[src/hdl/sbfd_pkg.sv]
// ============================================================================
// Stuffed byte frame deframer package
// Shared constants, controller states and the command and status bundles
// that join the controller and the datapath.
// ============================================================================
package sbfd_pkg;

  // Frame store depth in bytes.
  localparam int FRAME_BYTES = 27;

  // Width of the fill count, which must hold FRAME_BYTES itself.
  localparam int CNT_W = $clog2(FRAME_BYTES + 1);
  // Width of an address into the frame store.
  localparam int IDX_W = $clog2(FRAME_BYTES);

  // Fixed widths of the stream fields.
  localparam int BYTE_W  = 8;
  localparam int TIME_W  = 32;
  localparam int FIELD_W = 5;
  localparam int TMO_W   = 16;

  localparam int IN_TDATA_W  = BYTE_W + TIME_W;
  localparam int OUT_FIELD_W = BYTE_W + 2 * FIELD_W;
  localparam int OUT_TDATA_W = ((OUT_FIELD_W + 7) / 8) * 8;

  // Byte codes of the framing.
  localparam logic [BYTE_W-1:0] DELIM_BYTE       = 8'h7E;
  localparam logic [BYTE_W-1:0] ESC_BYTE         = 8'h7D;
  localparam logic [BYTE_W-1:0] ESC_XOR          = 8'h20;
  localparam logic [BYTE_W-1:0] HEADER_LEN_BYTE  = BYTE_W'(FRAME_BYTES - 2);
  localparam logic [BYTE_W-1:0] HEADER_TYPE_BYTE = 8'h00;

  // Timeout register value after reset, in microseconds.
  localparam logic [TMO_W-1:0] TIMEOUT_RESET = TMO_W'(3000 + 500);

  typedef enum logic [1:0] {
    ST_IDLE,
    ST_PROC,
    ST_READ,
    ST_LOAD
  } state_t;

  // Controller to datapath.
  typedef struct packed {
    logic capture;  // take the accepted request into the holding registers
    logic proc;     // apply the held request to the frame state
    logic rd_en;    // read the store at the current emit index
    logic load;     // move the read byte into the output register
  } cmd_t;

  // Datapath to controller.
  typedef struct packed {
    logic emit_req;  // the held request closes a non-empty frame
    logic last;      // the current emit index is the final byte
    logic out_free;  // the output register can take a byte this cycle
  } sts_t;

endpackage

[src/hdl/stuffed_byte_frame_deframer_core.sv]
// ============================================================================
// Stuffed byte frame deframer
// Removes byte stuffing from a received serial stream and emits each
// completed frame one byte per request with its length and a header check.
// ============================================================================
// Each input request carries one raw received byte and its microsecond
// arrival time. The byte 0x7E delimits frames, and 0x7D makes the next
// stored byte XOR 0x20. Up to 27 de-stuffed bytes are kept; once the store
// is full, further data bytes are dropped until the next delimiter. A
// partial frame whose age since the opening delimiter (a signed 32-bit
// difference, so the time may wrap) exceeds frame_timeout_us is discarded
// before the new byte is handled. On a delimiter that closes a non-empty
// frame the block sends one output request per stored byte, in order, with
// tlast on the final one. An input request passes through intake and then
// the update of the frame state. On a closing delimiter each stored byte is
// read from the frame store into a read data register and then, once the
// output register is free, moved into it; no input request is taken until
// the final byte has moved. tready on the input side returns as soon as the
// last byte sits in the output register, so the next request can be accepted
// while that byte still waits to be taken. The timeout register may only be
// written while the block is idle.
module stuffed_byte_frame_deframer_core (
  input  logic                                clk,
  input  logic                                rst,
  // Configuration: frame_timeout_us.
  input  logic                                cfg_wr_en,
  input  logic [sbfd_pkg::TMO_W-1:0]          cfg_wr_data,
  // Received bytes.
  input  logic                                s_axis_tvalid,
  output logic                                s_axis_tready,
  // [7:0] rx_byte, [39:8] now_us.
  input  logic [sbfd_pkg::IN_TDATA_W-1:0]     s_axis_tdata,
  // Frame bytes.
  output logic                                m_axis_tvalid,
  input  logic                                m_axis_tready,
  // [7:0] frame_byte, [12:8] byte_index, [17:13] frame_length, rest zero.
  output logic [sbfd_pkg::OUT_TDATA_W-1:0]    m_axis_tdata,
  // last_byte.
  output logic                                m_axis_tlast,
  // [0] header_ok.
  output logic                                m_axis_tuser
);

  sbfd_pkg::cmd_t cmd;
  sbfd_pkg::sts_t sts;

  // The controller sequences intake, update and emission; it drives the
  // input tready directly and the datapath only through the command bundle.
  sbfd_ctrl u_ctrl (
    .clk      (clk),
    .rst      (rst),
    .in_valid (s_axis_tvalid),
    .in_ready (s_axis_tready),
    .sts      (sts),
    .cmd      (cmd)
  );

  // The datapath owns the frame store, the timeout check and the output
  // register that parts the two stream sides.
  sbfd_datapath u_datapath (
    .clk         (clk),
    .rst         (rst),
    .in_tdata    (s_axis_tdata),
    .cfg_wr_en   (cfg_wr_en),
    .cfg_wr_data (cfg_wr_data),
    .out_valid   (m_axis_tvalid),
    .out_ready   (m_axis_tready),
    .out_tdata   (m_axis_tdata),
    .out_last    (m_axis_tlast),
    .out_user    (m_axis_tuser),
    .cmd         (cmd),
    .sts         (sts)
  );

endmodule

[src/hdl/sbfd_ctrl.sv]
// ============================================================================
// Deframer controller
// Sequences request intake, frame state update and the byte-by-byte
// emission of a completed frame.
// ============================================================================
module sbfd_ctrl (
  input  logic           clk,
  input  logic           rst,
  input  logic           in_valid,
  output logic           in_ready,
  input  sbfd_pkg::sts_t sts,
  output sbfd_pkg::cmd_t cmd
);

  sbfd_pkg::state_t state;
  sbfd_pkg::state_t state_next;

  always_ff @(posedge clk) begin
    if (rst) begin
      state <= sbfd_pkg::ST_IDLE;
    end else begin
      state <= state_next;
    end
  end

  always_comb begin
    state_next = state;
    case (state)
      sbfd_pkg::ST_IDLE: begin
        if (in_valid) begin
          state_next = sbfd_pkg::ST_PROC;
        end
      end
      sbfd_pkg::ST_PROC: begin
        if (sts.emit_req) begin
          state_next = sbfd_pkg::ST_READ;
        end else begin
          state_next = sbfd_pkg::ST_IDLE;
        end
      end
      sbfd_pkg::ST_READ: begin
        state_next = sbfd_pkg::ST_LOAD;
      end
      sbfd_pkg::ST_LOAD: begin
        if (sts.out_free) begin
          state_next = sts.last ? sbfd_pkg::ST_IDLE : sbfd_pkg::ST_READ;
        end
      end
      default: begin
        state_next = sbfd_pkg::ST_IDLE;
      end
    endcase
  end

  // No request is taken while reset is held.
  always_comb begin
    in_ready    = 1'b0;
    cmd.capture = 1'b0;
    cmd.proc    = 1'b0;
    cmd.rd_en   = 1'b0;
    cmd.load    = 1'b0;
    case (state)
      sbfd_pkg::ST_IDLE: begin
        in_ready    = !rst;
        cmd.capture = in_valid && !rst;
      end
      sbfd_pkg::ST_PROC: begin
        cmd.proc = 1'b1;
      end
      sbfd_pkg::ST_READ: begin
        cmd.rd_en = 1'b1;
      end
      sbfd_pkg::ST_LOAD: begin
        cmd.load = sts.out_free;
      end
      default: begin
        in_ready = 1'b0;
      end
    endcase
  end

endmodule

[src/hdl/sbfd_datapath.sv]
// ============================================================================
// Deframer datapath
// Holds the request, the frame store and counters, the timeout check and
// the output register.
// ============================================================================
module sbfd_datapath (
  input  logic                                  clk,
  input  logic                                  rst,
  input  logic [sbfd_pkg::IN_TDATA_W-1:0]       in_tdata,
  input  logic                                  cfg_wr_en,
  input  logic [sbfd_pkg::TMO_W-1:0]            cfg_wr_data,
  output logic                                  out_valid,
  input  logic                                  out_ready,
  output logic [sbfd_pkg::OUT_TDATA_W-1:0]      out_tdata,
  output logic                                  out_last,
  output logic                                  out_user,
  input  sbfd_pkg::cmd_t                        cmd,
  output sbfd_pkg::sts_t                        sts
);

  // Held request.
  logic [sbfd_pkg::BYTE_W-1:0] hold_byte;
  logic [sbfd_pkg::TIME_W-1:0] hold_now;

  // Frame state.
  logic [sbfd_pkg::BYTE_W-1:0] store [sbfd_pkg::FRAME_BYTES];
  logic [sbfd_pkg::CNT_W-1:0]  fill;
  logic                        esc_armed;
  logic [sbfd_pkg::TIME_W-1:0] start_time;
  logic [sbfd_pkg::TMO_W-1:0]  timeout_us;
  logic                        hdr0_ok;
  logic                        hdr1_ok;

  // Emission state.
  logic [sbfd_pkg::CNT_W-1:0]  frame_len;
  logic                        frame_ok;
  logic [sbfd_pkg::CNT_W-1:0]  emit_idx;
  logic [sbfd_pkg::BYTE_W-1:0] rd_data;

  // Output register payload.
  logic [sbfd_pkg::BYTE_W-1:0]  out_byte;
  logic [sbfd_pkg::FIELD_W-1:0] out_idx;
  logic [sbfd_pkg::FIELD_W-1:0] out_len;

  logic [sbfd_pkg::TIME_W-1:0] age;
  logic                        timed_out;
  logic [sbfd_pkg::CNT_W-1:0]  fill_eff;
  logic                        is_delim;
  logic                        is_esc;
  logic                        is_full;
  logic [sbfd_pkg::BYTE_W-1:0] data_byte;
  logic                        do_write;
  logic                        emit_last;

  // Signed wraparound age against the timeout.
  assign age       = hold_now - start_time;
  assign timed_out = !age[sbfd_pkg::TIME_W-1]
                     && (age[sbfd_pkg::TIME_W-2:0] > (sbfd_pkg::TIME_W-1)'(timeout_us));
  assign fill_eff  = ((fill != '0) && timed_out) ? '0 : fill;

  assign is_delim  = (hold_byte == sbfd_pkg::DELIM_BYTE);
  assign is_esc    = (hold_byte == sbfd_pkg::ESC_BYTE);
  assign is_full   = (fill_eff >= sbfd_pkg::CNT_W'(sbfd_pkg::FRAME_BYTES));
  assign data_byte = esc_armed ? (hold_byte ^ sbfd_pkg::ESC_XOR) : hold_byte;
  assign do_write  = cmd.proc && !is_delim && !is_esc && !is_full;
  assign emit_last = ((emit_idx + 1'b1) == frame_len);

  assign sts.emit_req = is_delim && (fill_eff != '0);
  assign sts.last     = emit_last;
  assign sts.out_free = !out_valid || out_ready;

  always_ff @(posedge clk) begin
    if (cmd.capture) begin
      hold_byte <= in_tdata[sbfd_pkg::BYTE_W-1:0];
      hold_now  <= in_tdata[sbfd_pkg::IN_TDATA_W-1:sbfd_pkg::BYTE_W];
    end
  end

  always_ff @(posedge clk) begin
    if (rst) begin
      timeout_us <= sbfd_pkg::TIMEOUT_RESET;
    end else if (cfg_wr_en) begin
      timeout_us <= cfg_wr_data;
    end
  end

  always_ff @(posedge clk) begin
    if (rst) begin
      fill       <= '0;
      esc_armed  <= 1'b0;
      start_time <= '0;
    end else if (cmd.proc) begin
      if (is_delim) begin
        fill       <= '0;
        esc_armed  <= 1'b0;
        start_time <= hold_now;
      end else if (is_esc) begin
        fill      <= fill_eff;
        esc_armed <= 1'b1;
      end else if (is_full) begin
        fill <= fill_eff;
      end else begin
        fill      <= fill_eff + 1'b1;
        esc_armed <= 1'b0;
      end
    end
  end

  // Frame store and the header bytes, tracked as they are written.
  always_ff @(posedge clk) begin
    if (do_write) begin
      store[fill_eff[sbfd_pkg::IDX_W-1:0]] <= data_byte;
      if (fill_eff == sbfd_pkg::CNT_W'(0)) begin
        hdr0_ok <= (data_byte == sbfd_pkg::HEADER_LEN_BYTE);
      end
      if (fill_eff == sbfd_pkg::CNT_W'(1)) begin
        hdr1_ok <= (data_byte == sbfd_pkg::HEADER_TYPE_BYTE);
      end
    end
    if (cmd.rd_en) begin
      rd_data <= store[emit_idx[sbfd_pkg::IDX_W-1:0]];
    end
  end

  always_ff @(posedge clk) begin
    if (cmd.proc && is_delim) begin
      frame_len <= fill_eff;
      frame_ok  <= (fill_eff == sbfd_pkg::CNT_W'(sbfd_pkg::FRAME_BYTES)) && hdr0_ok && hdr1_ok;
      emit_idx  <= '0;
    end else if (cmd.load) begin
      emit_idx <= emit_idx + 1'b1;
    end
  end

  always_ff @(posedge clk) begin
    if (rst) begin
      out_valid <= 1'b0;
    end else if (cmd.load) begin
      out_valid <= 1'b1;
    end else if (out_ready) begin
      out_valid <= 1'b0;
    end
  end

  always_ff @(posedge clk) begin
    if (cmd.load) begin
      out_byte <= rd_data;
      out_idx  <= sbfd_pkg::FIELD_W'(emit_idx);
      out_len  <= sbfd_pkg::FIELD_W'(frame_len);
      out_last <= emit_last;
      out_user <= frame_ok;
    end
  end

  assign out_tdata = sbfd_pkg::OUT_TDATA_W'({out_len, out_idx, out_byte});

  // The fill count never passes the store depth.
  a_fill_bound : assert property (@(posedge clk) disable iff (rst)
    fill <= sbfd_pkg::CNT_W'(sbfd_pkg::FRAME_BYTES))
    else $error("fill count beyond frame store depth");

  // A byte is only loaded from inside the frame being emitted.
  a_load_in_frame : assert property (@(posedge clk) disable iff (rst)
    cmd.load |-> (emit_idx < frame_len))
    else $error("emit index outside the frame");

  // Nothing is written into the store while a frame is being emitted.
  a_no_write_in_emit : assert property (@(posedge clk) disable iff (rst)
    (cmd.rd_en || cmd.load) |-> !do_write)
    else $error("store written during emission");

  // A processed delimiter with a non-empty frame starts a read next cycle.
  a_emit_start : assert property (@(posedge clk) disable iff (rst)
    (cmd.proc && sts.emit_req) |=> cmd.rd_en)
    else $error("frame emission did not start");

endmodule

[config.mk]
export PLATFORM = sky130hd
export DESIGN_NAME = stuffed_byte_frame_deframer_core
export DESIGN_NICKNAME = d
export VERILOG_FILES = /design/src/hdl/sbfd_pkg.sv /design/src/hdl/stuffed_byte_frame_deframer_core.sv /design/src/hdl/sbfd_ctrl.sv /design/src/hdl/sbfd_datapath.sv
export SDC_FILE = /design/constraint.sdc
export NUM_CORES = 1
export LEC_CHECK = 0
export BUFFER_PORTS_ARGS = -buffer_cell sky130_fd_sc_hd__clkbuf_2
export CAP_MARGIN = 20
export CORE_ASPECT_RATIO = 1.75
export CORE_MARGIN = 1.5
export CORE_UTILIZATION = 60
export CTS_CLUSTER_DIAMETER = 120
export DETAILED_ROUTE_END_ITERATION = 8
export PLACE_DENSITY_LB_ADDON = 0.05
export SYNTH_ARGS = -nofsm -noshare
export SYNTH_HDL_FRONTEND = slang
export SYNTH_HIERARCHICAL = 1
export SYNTH_SLANG_ARGS = --single-unit
export TNS_END_PERCENT = 50
[constraint.sdc]
create_clock -name clk -period 14.8 [get_ports clk]
set_input_delay 2.96 -clock clk [delete_from_list [all_inputs] [get_ports clk]]
set_output_delay 2.96 -clock clk [all_outputs]
set_load 0.03 [all_outputs]
==> impl_metrics.tcl, run 1 <==
set metrics [dict create \
    cts_max_path_buffers 3 \
    critPathTopFamily "compound AO/OA/AOI/OAI gates" \
    setup_tns_ns 0 \
    grt_pass1_wl_mm 53.08 \
    min_period_over_period 0.5213 \
    dp_cells 1513 \
    grt_max_degree 70 \
    grt_pass1_vias 9645 \
    syn_avg_cell_area_um2 13.86 \
    synth.distinct_cells 80 \
    hpwl_mm 24.46 \
    regToRegSetupSlack_ns 7.08 \
    gp_congestion 0.9324 \
    clk_latency_ns 0.57 \
    synth_edf_count 292 \
    power.density_nw_per_um2 113.6 \
    whs_ns 0.4212 \
    r2r-end "u_datapath/store[4][5]$_DFFE_PP_" \
    wl_mm 34.53 \
    crit_required_ns 15.08 \
    synth_ff_type "edfxtp_1" \
    crit_fanout 18 \
    ant_nets 0 \
    startpoint_type "flip-flop" \
    clock-sinks 354 \
    fp.dieH_um 218.2 \
    hp-start "u_datapath/rd_data[5]$_DFFE_PP_" \
    mostFrequentLayoutCell "edfxtp_1" \
    critical_path.most_common_cell "ha_1" \
    fin_skew_ns 0.009367 \
    antenna_found_initial 0 \
    grtUsageMet2 0.5126 \
    cts_tree "done" \
    drive_gt1_frac 0.1849 \
    numCtsBuffers 30 \
    post-route-util 0.6784 \
    busiest_layer "met2" \
    seq_area_frac_synth 0.6302 \
    die-area_um2 27490 \
    row_count 78 \
    syn_area_um2 15880 \
    arrival_ns 8.00 \
    antennaDiodeCount 0 \
    slowest_delay_ns 0.76 \
    track_usage 0.2581 \
    nets 1339 \
    ys_seq_elements 354 \
    fin_crit_ns 7.715 \
    ios 89 \
    port_buffers 82 \
    min_path_type "reg2reg" \
    coreArea_um2 25960 \
    rsz0062_at_grt "false" \
    tightestPinTransition_ns 1.146 \
    cts-root-buf "clkbuf_16" \
    grt.overflow.total 0 \
    cts_resized 0 \
    worstReg2RegStart "u_datapath/hold_now[0]$_DFFE_PP_" \
    status "finished, violations left" \
    drtIter0Drc 633 \
    start_util 0.6118 \
    finalHoldViolations 0 \
    achievable-frequency_mhz 129.6 \
    vias 9506 \
    post-place-ws_ns 7.175 \
    critPathKind "reg2reg" \
    met3_usage 0.02717 \
    drc 3 \
    relSlewSlack 0.2345 \
    endpoint_kind "flip-flop" \
    firstDrtPassIters 7 \
    die_x_um 126.0 \
    leakage_nw 5.962 \
    vias_per_cell 6.059 \
    synthCells 1146 \
    hold_buffers 0 \
    layout_common_cells "292 x edfxtp_1, 126 x nand2_1, 82 x clkbuf_2" \
    met1_usage 0.2689 \
    syn2layout_area_growth_pct 10.89 \
    cts_max_level 1 \
    hold_end "u_datapath/out_byte[5]$_DFFE_PP_" \
    ys_warn_count 6 \
    fin_ws_ns 7.085 \
    setup_viol 0 \
    cp_num_cells 27 \
    async_flop_share 0 \
    drt-wirelength-per-cell_um 22.01 \
    drv_cap 0 \
    crit_slowest_cell "o41ai_4" \
    ir_drop_mv 0.1085 \
    critPathBufInv 2 \
    cts_setup_buffers 0 \
    slew_violations 0 \
    path_clk_slew_ns 0.06 \
    rr_worst_depth 27 \
    fin_cells 1569 \
    violations "design-rule violations" \
    hold_path_depth 0 \
]
power breakdown:
part	switching (mW)	internal (mW)
Clock	0.344	0.470
Sequential	0.00444	1.08
Combinational	0.0639	0.0370
routing by layer:
metal  part of all wire  vias up
met5                  0        -
met4              0.042        0
met1               0.34     4685
met3              0.041       82
li1                   -     4468
met2               0.57      271
worst max path at each step:
stage	to	slack (ns)	from
floorplan	s_axis_tready	8.47	rst
global placement	u_datapath/store[17][2]$_DFFE_PP_	7.43	u_datapath/hold_now[0]$_DFFE_PP_
detailed placement	u_datapath/store[4][2]$_DFFE_PP_	7.18	u_datapath/hold_now[0]$_DFFE_PP_
CTS	u_datapath/store[4][5]$_DFFE_PP_	7.12	u_datapath/hold_now[0]$_DFFE_PP_
global route	u_datapath/store[16][3]$_DFFE_PP_	6.48	u_datapath/hold_now[0]$_DFFE_PP_
finish	u_datapath/store[4][5]$_DFFE_PP_	7.08	u_datapath/hold_now[0]$_DFFE_PP_
registers in the layout (all words and copies together) (netlist names), 8 cells and up:
name                   cells
u_datapath/hold_byte       8
u_datapath/hold_now       32
u_datapath/out_byte        8
u_datapath/rd_data         8
u_datapath/start_time     32
u_datapath/store         216
u_datapath/timeout_us     16
logic make-up after synthesis:
kind of cell	after synthesis	share of synthesized area
compound gates	203	0.08508
xor+xnor	30	0.01654
fa+ha+maj	53	0.04222
buf+inv	123	0.03238
flops	354	0.6302
mux	95	0.1047
other cells	1	0.0002361
simple gates	287	0.08863
metrics by stage:
| step | power [mW] | instance area, um2 |
|---|---|---|
| 4_1_cts | 2.017 | 17610 |
| 2_1_floorplan | 1.176 | 15900 |
| 6_report | 2.001 | 17610 |
| 5_1_grt | 2.064 | 17610 |
| 3_5_place_dp | 1.210 | 16590 |
| 3_3_place_gp | 1.208 | 16590 |
layout make-up:
cell class | instances | area, um2
Timing Repair Buffer | 99 | 538.0
Clock inverter | 21 | 234.0
Tap cell | 320 | 400.4
Multi-Input combinational cell | 674 | 5386
Fill cell | 1922 | 8348
Clock buffer | 35 | 790.8
Inverter | 66 | 247.7
Sequential cell | 354 | 10010
synth_stat cells, drive strengths merged (4+ instances only):
master	count	area, um2
o21bai	6	45.04
buf	24	140.1
o21a	6	45.04
edfxtp	292	8768
nor4	5	31.28
mux2i	30	300.3
a211oi	6	67.56
mux2	9	101.4
dfxtp	62	1241
nor2	48	180.2
o211ai	19	142.6
and4	9	78.83
and3	10	63.81
ha	52	650.6
clkbuf	33	126.4
nor2b	8	52.55
xor2	11	96.34
nand2	127	479.2
inv	65	244.0
o2111ai	4	41.29
xnor2	19	166.4
nand3	9	45.04
mux4	56	1261
nand4	13	81.33
and2	20	125.1
nand2b	13	81.33
o21ai	44	220.2
nor3	11	60.06
a21oi	76	395.4
a21o	9	67.56
worst register-to-register path: stages, from the launching register on:
cell,delay [ns]
edfxtp_1,0.38
inv_1,0.08
ha_1,0.19
fa_1,0.21
nand2b_1,0.13
a21oi_1,0.11
o41ai_1,0.74
o31a_1,0.24
o21ai_0,0.10
xor2_1,0.17
ha_1,0.29
nand3_1,0.11
nor2_1,0.05
a2111oi_1,0.40
a221oi_1,0.22
or4_4,0.58
a2111oi_4,0.21
o2111ai_2,0.20
o41ai_4,0.76
nand2_1,0.21
inv_1,0.15
ha_1,0.45
a211oi_1,0.09
nor2_1,0.15
a21o_1,0.22
a211oi_2,0.28
and4_1,0.40
and2_1,0.29
(Power assumes the default switching activity.)
==> inputs of run 2 (changes only) <==
--- a/config.mk
+++ b/config.mk
@@ -5,6 +5,7 @@
 export SDC_FILE = /design/constraint.sdc
 export NUM_CORES = 1
 export LEC_CHECK = 0
+export ABC_AREA = 1
 export BUFFER_PORTS_ARGS = -buffer_cell sky130_fd_sc_hd__clkbuf_2
 export CAP_MARGIN = 20
 export CORE_ASPECT_RATIO = 1.75
==> constraint.sdc (replaced) <==
create_clock -name clk -period 7.3 [get_ports clk]
set_input_delay 1.46 -clock clk [delete_from_list [all_inputs] [get_ports clk]]
set_output_delay 1.46 -clock clk [all_outputs]
set_load 0.03 [all_outputs]
==> run 2 against run 1 <==
The run now ends clean; sequential cell count did not move; non-clock buffer count stayed put; clock power increased by 91%; setup slack got worse by 4.9 ns; cell count rose by 35%; clock skew grew 0.0064 ns; critical path depth decreased by 2; synthesized cell count rose by 45%; critical endpoint is now u_datapath/store[11][5]$_DFFE_PP_; largest cell class unchanged; largest power group unchanged; highest routed layer unchanged.
==> impl_metrics.tcl, run 2 <==
set metrics [dict create \
    clock-sinks 354 \
    ys_warn_count 6 \
    arrival_ns 5.30 \
    power.density_nw_per_um2 223.6 \
    status "completed" \
    nets 1847 \
    cts_max_level 1 \
    setup_viol 0 \
    finalHoldViolations 0 \
    crit_fanout 9 \
    cts_setup_buffers 0 \
    cts_resized 0 \
    cts-root-buf "clkbuf_16" \
    grt_pass1_vias 12110 \
    synth_area_leaders "edfxtp_1 53%, dfxtp_1 7.5%, nand2_1 7.0%" \
    achievable-frequency_mhz 196.1 \
    yosysMostFrequentCell "nand2_1" \
    hpwl_mm 30.12 \
    die_x_um 128.3 \
    seq_area_frac_synth 0.6070 \
    grt.overflow.total 0 \
    synthCells 1660 \
    coreArea_um2 27130 \
    mostFrequentLayoutCell "nand2_1" \
    ios 89 \
    wl_mm 43.02 \
    crit_required_ns 7.50 \
    vias_per_cell 5.767 \
    syn_area_um2 16490 \
    die-area_um2 28530 \
    drtIter0Drc 921 \
    critPathBufInv 3 \
    startpoint_type "flip-flop" \
    min_period_over_period 0.6984 \
    firstDrtPassIters 6 \
    synthTopCellsByCount "309 x nand2_1, 292 x edfxtp_1, 203 x nor2_1" \
    yosys.area.top_type "edfxtp_1" \
    relSlewSlack 0.3203 \
    placed_area_um2 17260 \
    fin_crit_ns 5.098 \
    ant_nets 0 \
    fin_skew_ns 0.01579 \
    gp_congestion 1.026 \
    row_count 80 \
    async_flop_share 0 \
    synth_edf_count 292 \
    vias 12260 \
    critical_path.most_common_cell "nand3_1" \
    drv_cap 0 \
    layout_common_cells "309 x nand2_1, 292 x edfxtp_1, 203 x nor2_1" \
    path_clk_slew_ns 0.07 \
    drc 0 \
    critPathTopFamily "simple AND/OR/NAND/NOR gates" \
    slew_violations 0 \
    syn2layout_area_growth_pct 10.64 \
    drt-wirelength-per-cell_um 20.24 \
    cts_tree "done" \
    antennaDiodeCount 0 \
    synth_ff_type "edfxtp_1" \
    synth.distinct_cells 42 \
    endpoint_kind "flip-flop" \
    ys_seq_elements 354 \
    tightestPinTransition_ns 1.020 \
    ir_drop_mv 0.1917 \
    rsz0062_at_grt "false" \
    numCtsBuffers 31 \
    fin_area_um2 18250 \
    grt_max_degree 108 \
    setup_tns_ns 0 \
    synth_top_area_share 0.5317 \
    port_buffers 82 \
    p_total_mw 4.081 \
    grt_pass1_wl_mm 64.38 \
    slowest_delay_ns 0.60 \
    syn_avg_cell_area_um2 9.934 \
    leakage_nw 7.275 \
    fp.dieH_um 222.3 \
    critPathKind "reg2reg" \
    crit_slowest_cell "nor2_1" \
    largest_reg_flops 216 \
    hold_buffers 0 \
    drive_gt1_frac 0.1019 \
    antenna_found_initial 0 \
    cts_max_path_buffers 3 \
    clk_latency_ns 0.57 \
    track_usage 0.3038 \
    min_path_type "reg2reg" \
    start_util 0.6079 \
]
run 2: cell count changes after synthesis, sizes merged, moves of 16 or more:
cell	previous run	this run
buf	24	8
nand2	127	320
o211ai	19	2
o21ai	44	161
nor2	48	212
o221ai	0	49
mux4	56	0
mux2i	30	0
clkbuf	33	56
nand3	9	75
inv	65	205
run 2: worst paths after layout:
check / from / endpoint / slack (ns) / depth (start not counted)
setup / recovery: u_datapath/hold_now[0]$_DFFE_PP_ / u_datapath/store[11][5]$_DFFE_PP_ / 2.20 / 25
hold / removal: u_datapath/rd_data[1]$_DFFE_PP_ / u_datapath/out_byte[1]$_DFFE_PP_ / 0.42 / 0
setup reg to reg: u_datapath/hold_now[0]$_DFFE_PP_ / u_datapath/store[11][5]$_DFFE_PP_ / 2.20 / 25
hold reg to reg: u_datapath/rd_data[1]$_DFFE_PP_ / u_datapath/out_byte[1]$_DFFE_PP_ / 0.42 / 0
run 2: power by group:
group          leakage [nW]  internal, mW  switching [mW]
clock network         0.459         0.855           0.699
registers              3.15          2.20          0.0118
logic                  3.67        0.0966           0.218
run 2: through the flow:
stage / cells / setup WS [ns] / util / hold WS, ns
after global placement: 2068 / 2.450 / 0.6363 / 0.4066
after CTS: 2124 / 2.189 / 0.6716 / 0.4198
after floorplan: 1665 / 3.040 / - / 0.4003
final: 2125 / 2.202 / 0.6726 / 0.4196
after global routing: 2125 / 1.822 / 0.6726 / 0.4268
after detailed placement: 2068 / 2.240 / 0.6363 / 0.4045
run 2: cell families after synthesis:
kind of cell / after synthesis / share of synthesized area
flops: 354 / 0.6070
simple gates: 643 / 0.1668
buf+inv: 273 / 0.06373
other cells: 1 / 0.0002274
xor+xnor: 22 / 0.01168
compound gates: 314 / 0.1099
fa+ha+maj: 53 / 0.04067
run 2: area by class of cell:
cell class | count | area (um2)
clock inverter | 16 | 147.6
clock buffer | 40 | 809.5
sequential | 354 | 10010
multi-input combinational | 1038 | 5474
inverter | 209 | 784.5
fill | 2174 | 8880
tap | 369 | 461.7
timing repair buffer | 99 | 558.0
run 2: metal layers:
| layer | wire length [um] | track usage |
|---|---|---|
| met3 | 1955 | 0.03251 |
| met4 | 3604 | 0.2280 |
| met1 | 13960 | 0.2907 |
| met2 | 23510 | 0.5789 |
| met5 | 0 | 0 |
